File: src/hdl/ibs_pkg.sv
// package for the in-place binomial smoother
// holds the stage fill state type used by the stage
// no dependencies
package ibs_pkg;

    // fill state of one smoothing stage
    typedef enum logic [1:0] {
        FILL_EMPTY = 2'd0,
        FILL_FIRST = 2'd1,
        FILL_INNER = 2'd2
    } t_fill;

endpackage

File: src/hdl/inplace_binomial_smoother.sv
// top level: chain of PASSES binomial smoothing stages
// depends on ibs_stage
//
//   channel  | direction | handshake                | payload
//   ---------+-----------+--------------------------+----------------------------------
//   input    | in        | i_in_valid / o_in_stall  | i_accel_sample, i_is_last
//   result   | out       | o_out_valid / i_out_stall| o_smoothed_accel, o_last_out
//
// one request per cycle is taken unless a stall is raised; each stage adds one register of
// latency and holds one sample of lookahead, so results of a sequence start after
// PASSES+1 requests. the request flagged last flushes every held sample: each stage
// emits its held last sample in its own flush step, stalling its upstream side meanwhile.
// reset is synchronous, active low, and empties every stage and result register.
// a stall on the result side propagates back through the stage chain in the same cycle.
module inplace_binomial_smoother #(
    parameter int PASSES      = 3,
    parameter int SAMPLE_BITS = 16
) (
    input  logic                          i_clk,
    input  logic                          i_rst_n,
    input  logic                          i_in_valid,
    output logic                          o_in_stall,
    input  logic signed [SAMPLE_BITS-1:0] i_accel_sample,
    input  logic                          i_is_last,
    output logic                          o_out_valid,
    input  logic                          i_out_stall,
    output logic signed [SAMPLE_BITS-1:0] o_smoothed_accel,
    output logic                          o_last_out
);

    logic                          w_valid [PASSES+1];
    logic                          w_stall [PASSES+1];
    logic signed [SAMPLE_BITS-1:0] w_data  [PASSES+1];
    logic                          w_last  [PASSES+1];

    // chain ends
    assign w_valid[0]       = i_in_valid;
    assign w_data[0]        = i_accel_sample;
    assign w_last[0]        = i_is_last;
    assign o_in_stall       = w_stall[0];
    assign w_stall[PASSES]  = i_out_stall;
    assign o_out_valid      = w_valid[PASSES];
    assign o_smoothed_accel = w_data[PASSES];
    assign o_last_out       = w_last[PASSES];

    // smoothing passes
    for (genvar k = 0; k < PASSES; k++) begin : g_pass
        ibs_stage #(
            .SAMPLE_BITS(SAMPLE_BITS)
        ) u_stage (
            .i_clk      (i_clk),
            .i_rst_n    (i_rst_n),
            .i_in_valid (w_valid[k]),
            .o_in_stall (w_stall[k]),
            .i_in_data  (w_data[k]),
            .i_in_last  (w_last[k]),
            .o_out_valid(w_valid[k+1]),
            .i_out_stall(w_stall[k+1]),
            .o_out_data (w_data[k+1]),
            .o_out_last (w_last[k+1])
        );
    end

endmodule

File: src/hdl/ibs_stage.sv
// one (1,2,1)/4 smoothing pass with one sample of lookahead and a result register
// depends on ibs_pkg for the fill state type
module ibs_stage #(
    parameter int SAMPLE_BITS = 16
) (
    input  logic                          i_clk,
    input  logic                          i_rst_n,
    input  logic                          i_in_valid,
    output logic                          o_in_stall,
    input  logic signed [SAMPLE_BITS-1:0] i_in_data,
    input  logic                          i_in_last,
    output logic                          o_out_valid,
    input  logic                          i_out_stall,
    output logic signed [SAMPLE_BITS-1:0] o_out_data,
    output logic                          o_out_last
);

    localparam int SUM_BITS = SAMPLE_BITS + 2;

    ibs_pkg::t_fill r_fill, n_fill;
    logic r_flush, n_flush;
    logic r_out_valid, n_out_valid;
    logic signed [SAMPLE_BITS-1:0] r_held, n_held;
    logic signed [SAMPLE_BITS-1:0] r_prev, n_prev;
    logic signed [SAMPLE_BITS-1:0] r_out_data, n_out_data;
    logic r_out_last, n_out_last;

    logic can_load;
    logic in_fire;
    logic out_load;
    logic signed [SUM_BITS-1:0] sum;
    logic signed [SAMPLE_BITS-1:0] smooth;

    // handshake: result register free, no pending flush
    assign can_load   = !r_out_valid || !i_out_stall;
    assign o_in_stall = r_flush || !can_load;
    assign in_fire    = i_in_valid && !o_in_stall;
    assign out_load   = n_out_valid && can_load;

    // prev + 2*held + next, floor divide by 4 by dropping two bits
    assign sum = {{2{r_prev[SAMPLE_BITS-1]}}, r_prev}
               + {r_held[SAMPLE_BITS-1], r_held, 1'b0}
               + {{2{i_in_data[SAMPLE_BITS-1]}}, i_in_data};
    assign smooth = sum[SUM_BITS-1:2];

    // next state and result
    always_comb begin
        n_fill      = r_fill;
        n_flush     = r_flush;
        n_held      = r_held;
        n_prev      = r_prev;
        n_out_valid = r_out_valid;
        n_out_data  = r_out_data;
        n_out_last  = r_out_last;
        if (can_load) begin
            n_out_valid = 1'b0;
        end
        if (r_flush) begin
            // emit the held last sample unchanged
            if (can_load) begin
                n_out_valid = 1'b1;
                n_out_data  = r_held;
                n_out_last  = 1'b1;
                n_fill      = ibs_pkg::FILL_EMPTY;
                n_flush     = 1'b0;
            end
        end else if (in_fire) begin
            case (r_fill)
                ibs_pkg::FILL_EMPTY: begin
                    if (i_in_last) begin
                        // single-sample sequence passes straight through
                        n_out_valid = 1'b1;
                        n_out_data  = i_in_data;
                        n_out_last  = 1'b1;
                    end else begin
                        n_held = i_in_data;
                        n_fill = ibs_pkg::FILL_FIRST;
                    end
                end
                ibs_pkg::FILL_FIRST, ibs_pkg::FILL_INNER: begin
                    n_out_valid = 1'b1;
                    n_out_data  = (r_fill == ibs_pkg::FILL_FIRST) ? r_held : smooth;
                    n_out_last  = 1'b0;
                    n_prev      = n_out_data;
                    n_held      = i_in_data;
                    n_fill      = ibs_pkg::FILL_INNER;
                    n_flush     = i_in_last;
                end
                default: begin
                    n_fill = ibs_pkg::FILL_EMPTY;
                end
            endcase
        end
    end

    // control registers
    always_ff @(posedge i_clk) begin
        if (!i_rst_n) begin
            r_fill      <= ibs_pkg::FILL_EMPTY;
            r_flush     <= 1'b0;
            r_out_valid <= 1'b0;
        end else begin
            r_fill      <= n_fill;
            r_flush     <= n_flush;
            r_out_valid <= n_out_valid;
        end
    end

    // payload registers
    always_ff @(posedge i_clk) begin
        r_held     <= n_held;
        r_prev     <= n_prev;
        r_out_data <= n_out_data;
        r_out_last <= n_out_last;
    end

    assign o_out_valid = r_out_valid;
    assign o_out_data  = r_out_data;
    assign o_out_last  = r_out_last;

`ifndef ASSERT_OFF
    // a pending flush always has an inner sample held
    a_flush_inner: assert property (@(posedge i_clk) disable iff (!i_rst_n)
        r_flush |-> r_fill == ibs_pkg::FILL_INNER)
        else $error("flush pending without held inner sample");

    // last request on a filled stage schedules a flush
    a_last_flush: assert property (@(posedge i_clk) disable iff (!i_rst_n)
        (in_fire && i_in_last && r_fill != ibs_pkg::FILL_EMPTY) |=> r_flush)
        else $error("last request did not schedule flush");

    // emitting a last result leaves the stage empty
    a_last_empty: assert property (@(posedge i_clk) disable iff (!i_rst_n)
        (out_load && n_out_last) |=> (r_fill == ibs_pkg::FILL_EMPTY && !r_flush))
        else $error("stage not empty after last result");

    // no request accepted while the flush is pending
    a_flush_block: assert property (@(posedge i_clk) disable iff (!i_rst_n)
        r_flush |-> !in_fire)
        else $error("request accepted during flush");
`endif

endmodule
File: config.mk
export PLATFORM = sky130hd
export DESIGN_NAME = inplace_binomial_smoother
export DESIGN_NICKNAME = d
export VERILOG_FILES = /design/src/hdl/ibs_pkg.sv /design/src/hdl/inplace_binomial_smoother.sv /design/src/hdl/ibs_stage.sv
export SDC_FILE = /design/constraint.sdc
export NUM_CORES = 1
export LEC_CHECK = 0
export BUFFER_PORTS_ARGS = -buffer_cell sky130_fd_sc_hd__buf_2
export CORE_MARGIN = 2
export CORE_UTILIZATION = 67
export DETAILED_ROUTE_END_ITERATION = 6
export GPL_ROUTABILITY_DRIVEN = 0
export PLACE_DENSITY = 0.88
export SYNTH_ARGS = -nofsm -noshare
export SYNTH_HDL_FRONTEND = slang
export SYNTH_SLANG_ARGS = --single-unit
File: constraint.sdc
create_clock -name i_clk -period 9.3 [get_ports i_clk]
set_input_delay 0.465 -clock i_clk [delete_from_list [all_inputs] [get_ports i_clk]]
set_output_delay 0.465 -clock i_clk [all_outputs]
set_load 0.01 [all_outputs]
== After elaboration in Yosys (flattened, before gate mapping) ==
Cells that the tools add are included.

* Add/sub/neg operators: 6
* Equality and inequality tests: 18
* Muxes and demuxes: 84
* Bitwise gates (word level): 3
* Reduce and logical (&&, ||, !) cells: 46

{| class="wikitable"
|+ Operators by type and width
! kind !! number
|-
| $mux W16 || 18
|-
| $pmux W16 S2 || 6
|-
| $add A16 B17 Y18 || 3
|-
| $add A18 B18 Y18 || 3
|-
| $mux W1 || 39
|-
| $mux W2 || 12
|-
| $reduce_and A4 Y1 || 6
|-
| $ne A3 B2 Y1 const B || 6
|-
| $reduce_and A3 Y1 || 6
|-
| $ne A2 B2 Y1 const B || 6
|-
| $pmux W1 S2 || 6
|-
| $pmux W2 S2 || 3
|-
| $reduce_bool A2 Y1 || 6
|-
| $logic_not A1 Y1 || 10
|-
| $reduce_bool A3 Y1 || 3
|-
| $eq A2 B1 Y1 const B || 3
|-
| $eq A2 B2 Y1 const B || 3
|-
| $logic_not A2 Y1 || 3
|-
| $logic_or A1 B1 Y1 || 6
|-
| $reduce_or A2 Y1 || 3
|-
| $logic_and A1 B1 Y1 || 3
|-
| $not A1 Y1 || 3
|}

* Register bits after elaboration: 159
* Input port bits: 21
* Output and inout bits: 19
* Word-level logic and storage cells: 178

== Longest topological paths before layout ==
Gate-level depths: netlist of the first run.

* Depth after elaboration: 16
* Mapped depth: 10
* Mapped depth without buffers: 10

== By module ==
A second synthesis of the first run with hierarchy kept.

* Cells, all modules: 881
* Area total of the unflattened synthesis: 10017.1 sq um

{| class="wikitable"
|+ By module, submodules not included
! module !! times used !! cells an instance !! area an instance (sq um) !! sequential area each (sq um)
|-
| ibs_stage at g_pass[0].u_stage || 1 || 309 || 3414.5 || 1551.5
|-
| ibs_stage at g_pass[1].u_stage || 1 || 293 || 3342.0 || 1551.5
|-
| ibs_stage at g_pass[2].u_stage || 1 || 279 || 3260.6 || 1551.5
|}

== Worst setup path before layout of the first run ==
OpenSTA, ideal clock, no wires.

* Path kind: register to register
* Start point: register g_pass[0].u_stage.r_out_data[1]
* End point: register g_pass[1].u_stage.r_prev[13], data pin
* Setup time: 0.262 ns
* Data arrival time: 2.917 ns
* Required time: 9.038 ns
* Slack: 6.121 ns
* Stages on the path, launching flop included: 11
* Path buffers: 0
* Period minus slack after synthesis: 3.179 ns
* Cells stage by stage: edfxtp_1 -> fa_1 -> and3_1 -> fa_1 -> a21o_1 -> a221oi_2 -> o21ai_2 -> a31oi_1 -> a21oi_1 -> xor2_1 -> mux2_1

* Word-level cells in the longest chain between the ends: 2

{| class="wikitable"
|+ RTL lines
! element !! line !! text
|-
| start: declaration || ibs_stage.sv:25 || <nowiki>logic signed [SAMPLE_BITS-1:0] r_out_data, n_out_data;</nowiki>
|-
| start signal: assignment || ibs_stage.sv:113 || <nowiki>r_out_data <= n_out_data;</nowiki>
|-
| $add A18 B18 Y18 || ibs_stage.sv:43 || <nowiki>+ {{2{i_in_data[SAMPLE_BITS-1]}}, i_in_data};</nowiki>
|-
| $mux W16 || ibs_stage.sv:82 || <nowiki>n_out_data = (r_fill == ibs_pkg::FILL_FIRST) ? r_held : smooth;</nowiki>
|-
| end signal: assignment || ibs_stage.sv:112 || <nowiki>r_prev <= n_prev;</nowiki>
|-
| end: declaration || ibs_stage.sv:24 || <nowiki>logic signed [SAMPLE_BITS-1:0] r_prev, n_prev;</nowiki>
|}

No other way between the ends.
A chain may end at the register's enable or synchronous reset.

== Worst setup path in the final report of the first run ==
* Start point: register g_pass[1].u_stage.r_out_data[1]
* End point: register g_pass[2].u_stage.r_prev[13], data pin

* Word-level cells in the longest chain between the ends: 2

{| class="wikitable"
|+ RTL lines
! element !! line
|-
| start: declaration || ibs_stage.sv:25
|-
| start signal: assignment || ibs_stage.sv:113
|-
| $add A18 B18 Y18 || ibs_stage.sv:43
|-
| $mux W16 || ibs_stage.sv:82
|-
| end signal: assignment || ibs_stage.sv:112
|-
| end: declaration || ibs_stage.sv:24
|}

No other way between the ends.

==> results of run 1 <==
[kinds of logic (layout without fill, tap and decap cells)]
kind of cell             count (synthesis)  in the layout  synth area share [%]
buffers and inverters                   70            120                  2.81
adder cells (fa/ha/maj)                108            108                  17.4
AND/OR/NAND/NOR                        207            207                  9.62
XOR/XNOR                                43             43                  3.78
AO/OA/AOI/OAI                          259            259                  17.3
multiplexers                            23             23                  2.42
flip-flops                             159            159                  46.7
[worst min-delay path by stage]
stage               slack, ns                     endpoint                             from
floorplan                0.46  g_pass[2].u_stage.r_held[0]  g_pass[1].u_stage.o_out_data[0]
global placement         0.48  g_pass[1].u_stage.r_fill[0]      g_pass[1].u_stage.r_fill[0]
detailed placement       0.50  g_pass[1].u_stage.r_fill[0]      g_pass[1].u_stage.r_fill[0]
CTS                      0.24  g_pass[0].u_stage.r_held[0]                i_accel_sample[0]
global route             0.24  g_pass[0].u_stage.r_held[0]                i_accel_sample[0]
finish                   0.26  g_pass[0].u_stage.r_held[0]                i_accel_sample[0]
[registers in the layout, summed over array words and instances (netlist names)]
signal                      cells
g_pass.u_stage.o_out_data      48
g_pass.u_stage.r_fill           6
g_pass.u_stage.o_out_last       3
g_pass.u_stage.r_flush          3
g_pass.u_stage.r_prev          48
g_pass.u_stage.o_out_valid      3
g_pass.u_stage.r_held          48
[worst max-delay path, delay by kind of cell, from the launching register on]
kind | cells | cell delay, ns
AOI/OAI and AO/OA | 5 | 1.14
xor gates and xnor gates | 1 | 0.13
adders and majority gates | 2 | 0.97
DFF | 1 | 0.44
muxes | 1 | 0.29
and+or+nand+nor | 1 | 0.22
[per-layer routing]
metal | share of wire, % | global-route usage [%] | up-vias
met5 | 0 | 0 | -
met4 | 3.2 | 11.7 | 0
met3 | 7.6 | 5.90 | 66
met2 | 50 | 50.6 | 405
met1 | 39 | 36.8 | 3541
li1 | - | - | 3320
[stage by stage]
step	instance area, um^2	power (uW)	util [%]	setup slack (ns)
after floorplan	9970	1540	-	6.12
after global routing	11000	2560	75.4	5.66
after CTS	11000	2430	75.4	5.88
final	11000	2440	75.4	5.85
after detailed placement	10400	1720	71.3	5.88
after global placement	10400	1690	71.3	5.96
[synthesized netlist by cell type (all sizes together) (6+ instances only)]
library cell	number	area (um^2)
edfxtp	147	4410
nand2	105	394
o21ai	80	404
a21oi	57	300
ha	57	713
fa	51	1020
inv	36	135
nor2	34	144
clkbuf	27	101
a21o	22	165
xnor2	22	193
xor2	21	184
nor2b	15	93.8
mux2i	14	140
dfxtp	12	240
a22oi	9	67.6
mux2	9	101
a32oi	8	70.1
nor3	8	40.0
a21boi	7	52.6
nand2b	7	43.8
nand3	7	35.0
and3	6	37.5
buf	6	40.0
nand4	6	37.5
o21a	6	45.0
o32ai	6	52.6
[power by group]
group | total, uW | switching (uW) | internal (uW) | leakage, uW
registers | 931 | 44.1 | 887 | 0.00144
clock network | 702 | 289 | 412 | 0.000298
logic | 805 | 477 | 328 | 0.00239
total | 2440 | 811 | 1630 | 0.00413
[layout make-up]
type                            instances  area (um^2)
Fill cell                             900         3570
Inverter                               37          139
Timing Repair Buffer                   51          285
Tap cell                              184          230
Multi-Input combinational cell        640         5050
Sequential cell                       159         4650
Clock buffer                           23          542
Clock inverter                          9         63.8
==> key figures, run 1 <==
Worst setup path
  • Slowest stage delay, CP: around 0.51 ns
  • Reg2Reg Depth: 10
  • Critical path peak fanout: 3
  • Crit. Startpoint: g_pass[1].u_stage.o_out_data[1]
  • Crit end category: register
  • CP Class: register to register
  • FF-to-FF Start: g_pass[1].u_stage.o_out_data[1]
  • Req. time, crit path: about 9.5 ns
  • Worst Setup Start Kind: register
  • Flop-to-flop setup slack: 5.85 ns
  • Crit-path cells: fa_1 -> and3_1 -> fa_1 -> a21oi_1 -> o21ai_1 -> a21oi_1 -> o21ai_1 -> o32ai_1 -> xnor2_1 -> mux2_1
  • Capture point of the worst path: g_pass[2].u_stage.r_prev[13]
  • Highest-delay cell along the critical path: fa_1
  • Arrival @ worst endpoint: about 3.6 ns
  • RR Endpoint: g_pass[2].u_stage.r_prev[13]

Finish
  • Layout net count: about 1000
  • N_diodes: 0
  • Highest-count cells in the layout ignoring fill and taps: edfxtp_1, nand2_1, ha_1
  • Final Non-Filler Cells: about 1100
  • Commonest non-fill, non-tap cell in the layout: edfxtp_1
  • Layout cell share with drive strength beyond 1: about an eighth
  • Layout area overhead: 9.99%

Floorplanning
  • Die H: approximately 130 um
  • Starting density of the core: roughly two thirds
  • Area of the die: between 0.015 and 0.02 mm^2
  • # IOs: 40
  • Die Width: ~130 um
  • Rows: 44
  • CORE AREA: between 0.01 and 0.015 mm^2

STA
  • Final Hold Vio Count: 0
  • Tmin final: ~3.4 ns
  • Setup Viol. Count Final: 0
  • Relative slew slack: between 20% and 30%
  • Final hold slack: around 0.26 ns
  • Final Cycle Share: a little under two fifths
  • Slew Viols, Final: 0
  • Setup_tns: 0 ns
  • RSZ-0062 raised after global routing: no
  • Max Clk Rate: ~290 MHz
  • Clock Skew: roughly 0.0093 ns
  • Measured slew at the worst slew-check pin: around 1.1 ns

Drt
  • Total number of vias: 7332
  • DRT iter0 DRCs: between 800 and 900
  • Detail Route Antenna Nets: 0
  • DRT Wirelength: roughly 23 mm
  • Vias/cell: roughly 6.6
  • Wire length per cell: approximately 20 um
  • Drt pass-1 iters: 6
  • # DRC: 0

CTS
  • Num CTS Buffers: 17
  • Sink Count: 159
  • Gates resized, CTS repair: 0
  • CTS Hold Buffers Added: 0
  • Root Buffer: clkbuf_16
  • H-Tree Depth: 4
  • Clock-pin slew on the worst setup and hold paths: approximately 0.060 ns
  • Post-CTS setup buffer count: 0
  • Clk buf depth: 2
  • CTS tree: yes
  • Clk_lat worst skew: around 0.43 ns

Synthesis
  • Post-Syn Area: approximately 0.01 mm^2
  • Fraction of registers with async set/reset: 0%
  • Gate Count Post-Synth: ~870
  • EDFF count, synth: 147
  • Post-Syn Nets: ~1000
  • Main flop type after synthesis: edfxtp_1
  • Seq/Total Area, Yosys: roughly 47%
  • Yosys reg bits: ~160
  • Synthesis Warnings: 0
  • Syn_area_per_cell: around 11 um^2
  • Cell variety after synth: between 70 and 80

GRT
  • Largest net degree at the start of global routing: 35
  • Overall Global Routing Usage: between 20 and 30%
  • First-pass GRT wire length: about 37 mm
  • Number of global-route vias before repair: between 7000 and 8000
  • Initial antenna violation count: 0
  • Final global-route overflow total: 0

Power and ir drop
  • Power Density: about 220 mW/mm^2
  • Maximum vdd drop: approximately 0.16 mV
  • Pleak: roughly 0.0041 uW

Place
  • Inst Count DP: 1071
  • # port buffers: 39
  • DP Wirelength: 16.1 mm

Hold path
  • Hold Crit Depth: 1
  • Worst hold path class: primary input to register

Run
  • Max Cap Viol: 0

Status
  • Outcome: finished clean
(Power assumes the default switching activity.)
==> run 2: changes to the inputs <==
- CORE_UTILIZATION: 67 -> 57
- PLACE_DENSITY: 0.88 -> 0.8
- clock period: 9.3 -> 2.8 ns (I/O delays scaled with it)
==> key figures, run 2 (synthesized netlist as in run 1, its figures left out) <==
Floorplanning
  • Die H: 136 um (+8.1%)
  • Rows: 48 (+9.1%)
  • Die Width: 136 um (+8.1%)
  • Area of the die: 0.0186 mm^2 (+17%)
  • Starting density of the core: 58.0% (-11 points)
  • # IOs: 40 (unchanged)
  • CORE AREA: 0.0172 mm^2 (+18%)

CTS
  • Clock-pin slew on the worst setup and hold paths: 0.07 ns (about the same)
  • Clk buf depth: 2 (unchanged)
  • CTS tree: yes
  • Root Buffer: clkbuf_16
  • Clk_lat worst skew: 0.45 ns (+0.02 ns)
  • H-Tree Depth: 4 (unchanged)
  • Sink Count: 159 (unchanged)
  • Num CTS Buffers: 17 (unchanged)

Hold path
  • Worst hold path class: primary input to register
  • Worst Hold Path EP: g_pass[0].u_stage.r_held[1]
  • Hold Startpoint: i_accel_sample[1]
  • Hold Crit Depth: 2 (+1)

Finish
  • Final Non-Filler Cells: 1316 (+19%)
  • Commonest non-fill, non-tap cell in the layout: buf_4
  • Layout area overhead: 33.0%
  • Layout net count: 1207 (+17%)
  • Layout cell share with drive strength beyond 1: 34.7% (+23 points)
  • N_diodes: 0 (unchanged)
  • Fin area: 0.0133 mm^2 (+21%)
  • Highest-count cells in the layout ignoring fill and taps: buf_4, edfxtp_1, nand2_1

GRT
  • Number of global-route vias before repair: 8093 (+9.4%)
  • Largest net degree at the start of global routing: 26 (-26%)
  • Overall Global Routing Usage: 28.7% (-0.69 points)
  • Final global-route overflow total: 0 (unchanged)
  • Initial antenna violation count: 0 (unchanged)
  • First-pass GRT wire length: 41.0 mm (+12%)

Worst setup path
  • Arrival @ worst endpoint: 3.33 ns (-0.30 ns)
  • Critical path peak fanout: 3 (unchanged)
  • Highest-delay cell along the critical path: fa_2
  • CP top delay family: compound AO/OA/AOI/OAI gates
  • Slowest stage delay, CP: 0.48 ns (-0.03 ns)
  • Crit path buf inv count: 1 (+1)
  • Req. time, crit path: 3.00 ns (-6.48 ns)
  • Crit-path cells: fa_2 -> and3_4 -> fa_2 -> a21oi_2 -> o21ai_2 -> a21oi_2 -> o21ai_4 -> buf_6 -> xnor2_4 -> o211ai_1 -> a22o_1
  • CP Class: register to register
  • Crit end category: register
  • Worst Setup Start Kind: register
  • Flop-to-flop setup slack: -0.34 ns (-6.19 ns)
  • FF-to-FF Start: g_pass[1].u_stage.o_out_data[1]
  • Reg2Reg Depth: 11 (+1)
  • RR Endpoint: g_pass[2].u_stage.o_out_data[7]

STA
  • Max Clk Rate: 319 MHz (+9.9%)
  • Measured slew at the worst slew-check pin: 1.04 ns (-0.0248 ns)
  • Tmin final: 3.14 ns (-0.310 ns)
  • RSZ-0062 raised after global routing: yes
  • Final Cycle Share: 112% (+75 points)
  • Setup ws final: -0.338 ns (-6.19 ns)
  • Relative slew slack: 30.4% (+1.7 points)
  • Slew Viols, Final: 0 (unchanged)
  • Setup Viol. Count Final: 58 (+58)
  • Clock Skew: 0.0113 ns (+0.00194 ns)
  • Final Hold Vio Count: 0 (unchanged)

Place
  • # port buffers: 39 (unchanged)
  • Area post-placement: 0.0114 mm^2 (+9.8%)
  • Inst Count DP: 1235 (+15%)
  • Post-placement worst setup slack: -0.317 ns (-6.20 ns)
  • DP Wirelength: 16.8 mm (+3.9%)

Power and ir drop
  • Sw Ratio: 35.5% (+2.3 points)
  • Switch Pwr: 3440 uW (+320%)
  • Pwr Total: 9660 uW (+300%)
  • Comb pwr share: 44.5% (+12 points)
  • Maximum vdd drop: 0.568 mV (+250%)
  • Internal Power: 6230 uW (+280%)
  • Pleak: 0.00516 uW (+25%)
  • Power Density: 729 mW/mm^2 (+230%)
  • Clk pwr share: 23.7% (-5.1 points)
  • Sequential Power Share: 31.9% (-6.3 points)

Status
  • Outcome: finished with violations
  • Failing checks: setup timing

Drt
  • Drt pass-1 iters: 5 (-1)
  • DRT Wirelength: 29.3 mm (+30%)
  • Detail Route Antenna Nets: 0 (unchanged)
  • DRT iter0 DRCs: 729 (-18%)
  • Wire length per cell: 22.2 um (+8.7%)
  • # DRC: 0 (unchanged)
  • Total number of vias: 8391 (+14%)
  • Vias/cell: 6.38 (-4.1%)

Run
  • Max Cap Viol: 0 (unchanged)
==> run 2: cell types whose count changed in the layout (fill, tap and decap cells not counted), sizes merged <==
cell / change
clkbuf: -1
dlygate4sd3: +15
clkinvlp: +1
clkinv: +2
inv: -2
buf: +157
==> run 2: worst max-delay path by stage <==
stage                                     from                         endpoint  slack [ns]  depth (start not counted)
3_3_place_gp   g_pass[0].u_stage.o_out_data[1]     g_pass[1].u_stage.r_prev[13]       -0.24                         10
2_1_floorplan  g_pass[0].u_stage.o_out_data[1]     g_pass[1].u_stage.r_prev[13]       -0.19                         10
4_1_cts            g_pass[1].u_stage.r_prev[1]     g_pass[1].u_stage.r_prev[13]       -0.27                         10
5_1_grt        g_pass[1].u_stage.o_out_data[5]  g_pass[2].u_stage.o_out_data[7]       -0.41                         11
3_5_place_dp   g_pass[0].u_stage.o_out_data[1]     g_pass[1].u_stage.r_prev[13]       -0.32                         10
6_report       g_pass[1].u_stage.o_out_data[1]  g_pass[2].u_stage.o_out_data[7]       -0.34                         11
==> run 2: layout make-up <==
| class | instances | area [um^2] |
|---|---|---|
| fill | 980 | 3920 |
| sequential | 159 | 4650 |
| clock inverter | 10 | 72.6 |
| clock buffer | 22 | 508 |
| timing repair buffer | 223 | 1660 |
| inverter | 37 | 139 |
| tap | 225 | 282 |
| multi-input combinational | 640 | 5930 |
==> run 2: layer usage <==
layer  GRT usage, %  wire, um
met1           36.4     10600
met2           48.8     14900
met3           4.74      2480
met4           12.5      1220
met5              0         0
==> run 2: stage by stage <==
stage                     TNS [ns]  hold slack (ns)  util, %
after floorplan             -0.390            0.239        -
after global placement       -3.46            0.372     66.2
after detailed placement     -5.68            0.359     66.2
after CTS                    -2.54           0.0115     73.4
after global routing        -11.45           0.0206     77.2
final                        -7.04           0.0197     77.2
==> run 2: what timing repair did <==
action | 4_1_cts | 5_1_grt
pin swaps | 67 | 75
endpoints found under the hold margin | 15 | 0
setup buffers | 20 | 25
setup endpoints to repair | 45 | 66
gates resized for setup | 70 | 88
hold buffers | 15 | 0
==> run 2: power groups by stage <==
stage | sequential [uW] | combinational, uW | clock (uW)
floorplan | 3100 | 2020 | 0
global placement | 3120 | 2940 | 0
detailed placement | 3120 | 3040 | 0
finish | 3080 | 4300 | 2290
global route | 3100 | 4560 | 2380
CTS | 3070 | 3480 | 2280
==> run 3: changes to the inputs <==
- CELL_PAD_IN_SITES_DETAIL_PLACEMENT: not set -> 1
- CELL_PAD_IN_SITES_GLOBAL_PLACEMENT: not set -> 1
- CORE_UTILIZATION: 57 -> 51
- PLACE_DENSITY: 0.8 -> 0.84
- clock period: 2.8 -> 3.6 ns (I/O delays scaled with it)
==> key figures, run 3 (synthesized netlist as in run 1, its figures left out) <==
Worst setup path
  • RR Endpoint: g_pass[2].u_stage.r_prev[13]
  • Critical path peak fanout: 3 (unchanged)
  • Worst Setup Start Kind: register
  • CP Class: register to register
  • FF-to-FF Start: g_pass[1].u_stage.o_out_data[1]
  • Req. time, crit path: 3.78 ns (+0.78 ns)
  • Flop-to-flop setup slack: 0.17 ns (+0.51 ns)
  • Reg2Reg Depth: 10 (-1)
  • Arrival @ worst endpoint: 3.61 ns (+0.28 ns)
  • Crit end category: register

Power and ir drop
  • Sequential Power Share: 36.9% (+5.0 points)
  • Switch Pwr: 2200 uW (-36%)
  • Clk pwr share: 29.6% (+5.9 points)
  • Power Density: 579 mW/mm^2 (-21%)
  • Maximum vdd drop: 0.426 mV (-25%)
  • Comb pwr share: 33.4% (-11 points)
  • Pwr Total: 6540 uW (-32%)
  • Pleak: 0.00424 uW (-18%)
  • Sw Ratio: 33.7% (-1.8 points)
  • Internal Power: 4330 uW (-30%)

Finish
  • Utilization after layout: 58.4% (-19 points)
  • Highest-count cells in the layout ignoring fill and taps: edfxtp_1, nand2_1, ha_1
  • N_diodes: 0 (unchanged)
  • Layout area overhead: 13.2%
  • Layout net count: 1058 (-12%)
  • Layout cell share with drive strength beyond 1: 11.9% (-23 points)
  • Commonest non-fill, non-tap cell in the layout: edfxtp_1
  • Filler Cell Count: 2006 (+100%)

STA
  • Slew Viols, Final: 0 (unchanged)
  • Clock Skew: 0.0164 ns (+0.00508 ns)
  • RSZ-0062 raised after global routing: no
  • Setup Viol. Count Final: 0 (-100%)
  • Relative slew slack: 30.4% (+0.044 points)
  • Final Cycle Share: 95.3% (-17 points)
  • Setup ws final: 0.169 ns (+0.506 ns)
  • Max Clk Rate: 291 MHz (-8.6%)
  • Tmin final: 3.43 ns (+0.294 ns)
  • Final hold slack: 0.0805 ns (+0.0608 ns)
  • Final Hold Vio Count: 0 (unchanged)
  • Measured slew at the worst slew-check pin: 1.04 ns (-0.000668 ns)
  • Setup_tns: 0 ns (+7.04 ns)

Place
  • DP Wirelength: 19.4 mm (+16%)
  • Post-placement worst setup slack: 0.188 ns (+0.505 ns)
  • # port buffers: 39 (unchanged)

Floorplanning
  • Starting density of the core: 51.5% (-6.5 points)
  • Die Width: 144 um (+5.6%)
  • Area of the die: 0.0207 mm^2 (+11%)
  • CORE AREA: 0.0193 mm^2 (+13%)
  • Die H: 144 um (+5.6%)
  • Rows: 51 (+6.3%)
  • # IOs: 40 (unchanged)

CTS
  • Clk_lat worst skew: 0.44 ns (about the same)
  • CTS tree: yes
  • Num CTS Buffers: 17 (unchanged)
  • Post-CTS setup buffer count: 0 (-100%)
  • CTS Hold Buffers Added: 16 (+1)
  • H-Tree Depth: 4 (unchanged)
  • Sink Count: 159 (unchanged)
  • Root Buffer: clkbuf_16
  • Clk buf depth: 2 (unchanged)
  • Clock-pin slew on the worst setup and hold paths: 0.07 ns (about the same)
  • Gates resized, CTS repair: 0 (-100%)

Drt
  • Vias/cell: 6.13 (-3.9%)
  • Wire length per cell: 22.2 um (-0.19%)
  • DRT iter0 DRCs: 483 (-34%)
  • Total number of vias: 7399 (-12%)
  • # DRC: 0 (unchanged)
  • Detail Route Antenna Nets: 0 (unchanged)
  • Drt pass-1 iters: 5 (unchanged)
  • DRT Wirelength: 26.8 mm (-8.5%)

Hold path
  • Worst Hold Path EP: g_pass[0].u_stage.o_out_valid
  • Hold Startpoint: i_rst_n
  • Worst hold path class: primary input to register
  • Hold Crit Depth: 2 (unchanged)

GRT
  • Number of global-route vias before repair: 7898 (-2.4%)
  • Initial antenna violation count: 0 (unchanged)
  • Largest net degree at the start of global routing: 26 (unchanged)
  • First-pass GRT wire length: 42.8 mm (+4.4%)
  • Overall Global Routing Usage: 27.3% (-1.4 points)
  • Final global-route overflow total: 0 (unchanged)

Status
  • Outcome: finished clean

Run
  • Max Cap Viol: 0 (unchanged)
run 3: cell types whose count changed in the layout (fill, tap and decap cells not counted), sizes merged:
| cell | previous run | this run |
|---|---|---|
| buf | 208 | 58 |
| dlygate4sd3 | 15 | 16 |
| inv | 38 | 39 |
| clkinvlp | 3 | 1 |
| clkbuf | 22 | 19 |
| bufinv | 0 | 4 |
run 3: critical path, cell delays in order, from the launching register on:
cell	delay, ns
edfxtp_1	0.45
fa_1	0.52
and3_1	0.22
fa_1	0.46
a21oi_1	0.23
o21ai_1	0.13
a21oi_1	0.24
o21ai_1	0.17
o32ai_1	0.34
xnor2_1	0.14
mux2_1	0.30
run 3: how the worst max path moves through the flow:
stage | cells past startpoint | startpoint | to
after detailed placement | 10 | g_pass[1].u_stage.o_out_data[1] | g_pass[2].u_stage.r_prev[13]
after floorplan | 10 | g_pass[0].u_stage.o_out_data[1] | g_pass[1].u_stage.r_prev[13]
after global placement | 10 | g_pass[0].u_stage.o_out_data[1] | g_pass[1].u_stage.r_prev[13]
after global routing | 10 | g_pass[1].u_stage.o_out_data[1] | g_pass[2].u_stage.r_prev[13]
final | 10 | g_pass[1].u_stage.o_out_data[1] | g_pass[2].u_stage.r_prev[13]
after CTS | 10 | g_pass[1].u_stage.o_out_data[1] | g_pass[2].u_stage.r_prev[13]
run 3: stage by stage:
| stage | std cells | instance area (um^2) |
|---|---|---|
| 2_1_floorplan | 869 | 9970 |
| 3_3_place_gp | 1159 | 10500 |
| 3_5_place_dp | 1159 | 10500 |
| 4_1_cts | 1207 | 11300 |
| 5_1_grt | 1207 | 11300 |
| 6_report | 1207 | 11300 |
run 3: layer usage:
layer | vias up | global-route usage [%] | routed length, um | share of wire (%)
li1 | 3356 | - | - | -
met1 | 3748 | 33.1 | 10700 | 40
met2 | 235 | 48.8 | 14100 | 53
met3 | 60 | 4.57 | 1180 | 4.4
met4 | 0 | 10.3 | 773 | 2.9
met5 | - | 0 | 0 | 0
run 3: area by class of cell:
cell class | instances | area (um^2) | area share (%)
flip-flops and latches | 159 | 4650 | 41.2
well taps | 265 | 332 | 2.94
clock buffers | 19 | 433 | 3.84
multi-input cells | 640 | 5040 | 44.7
inverters | 37 | 139 | 1.23
clock inverters | 13 | 185 | 1.64
repair buffers | 74 | 498 | 4.41
run 3: power by group through the flow:
stage | Sequential (uW) | Combinational, uW | Clock, uW
detailed placement | 2450 | 2110 | 0
finish | 2410 | 2180 | 1940
floorplan | 2410 | 1560 | 0
CTS | 2410 | 2160 | 1960
global placement | 2440 | 2000 | 0
global route | 2430 | 2410 | 2030
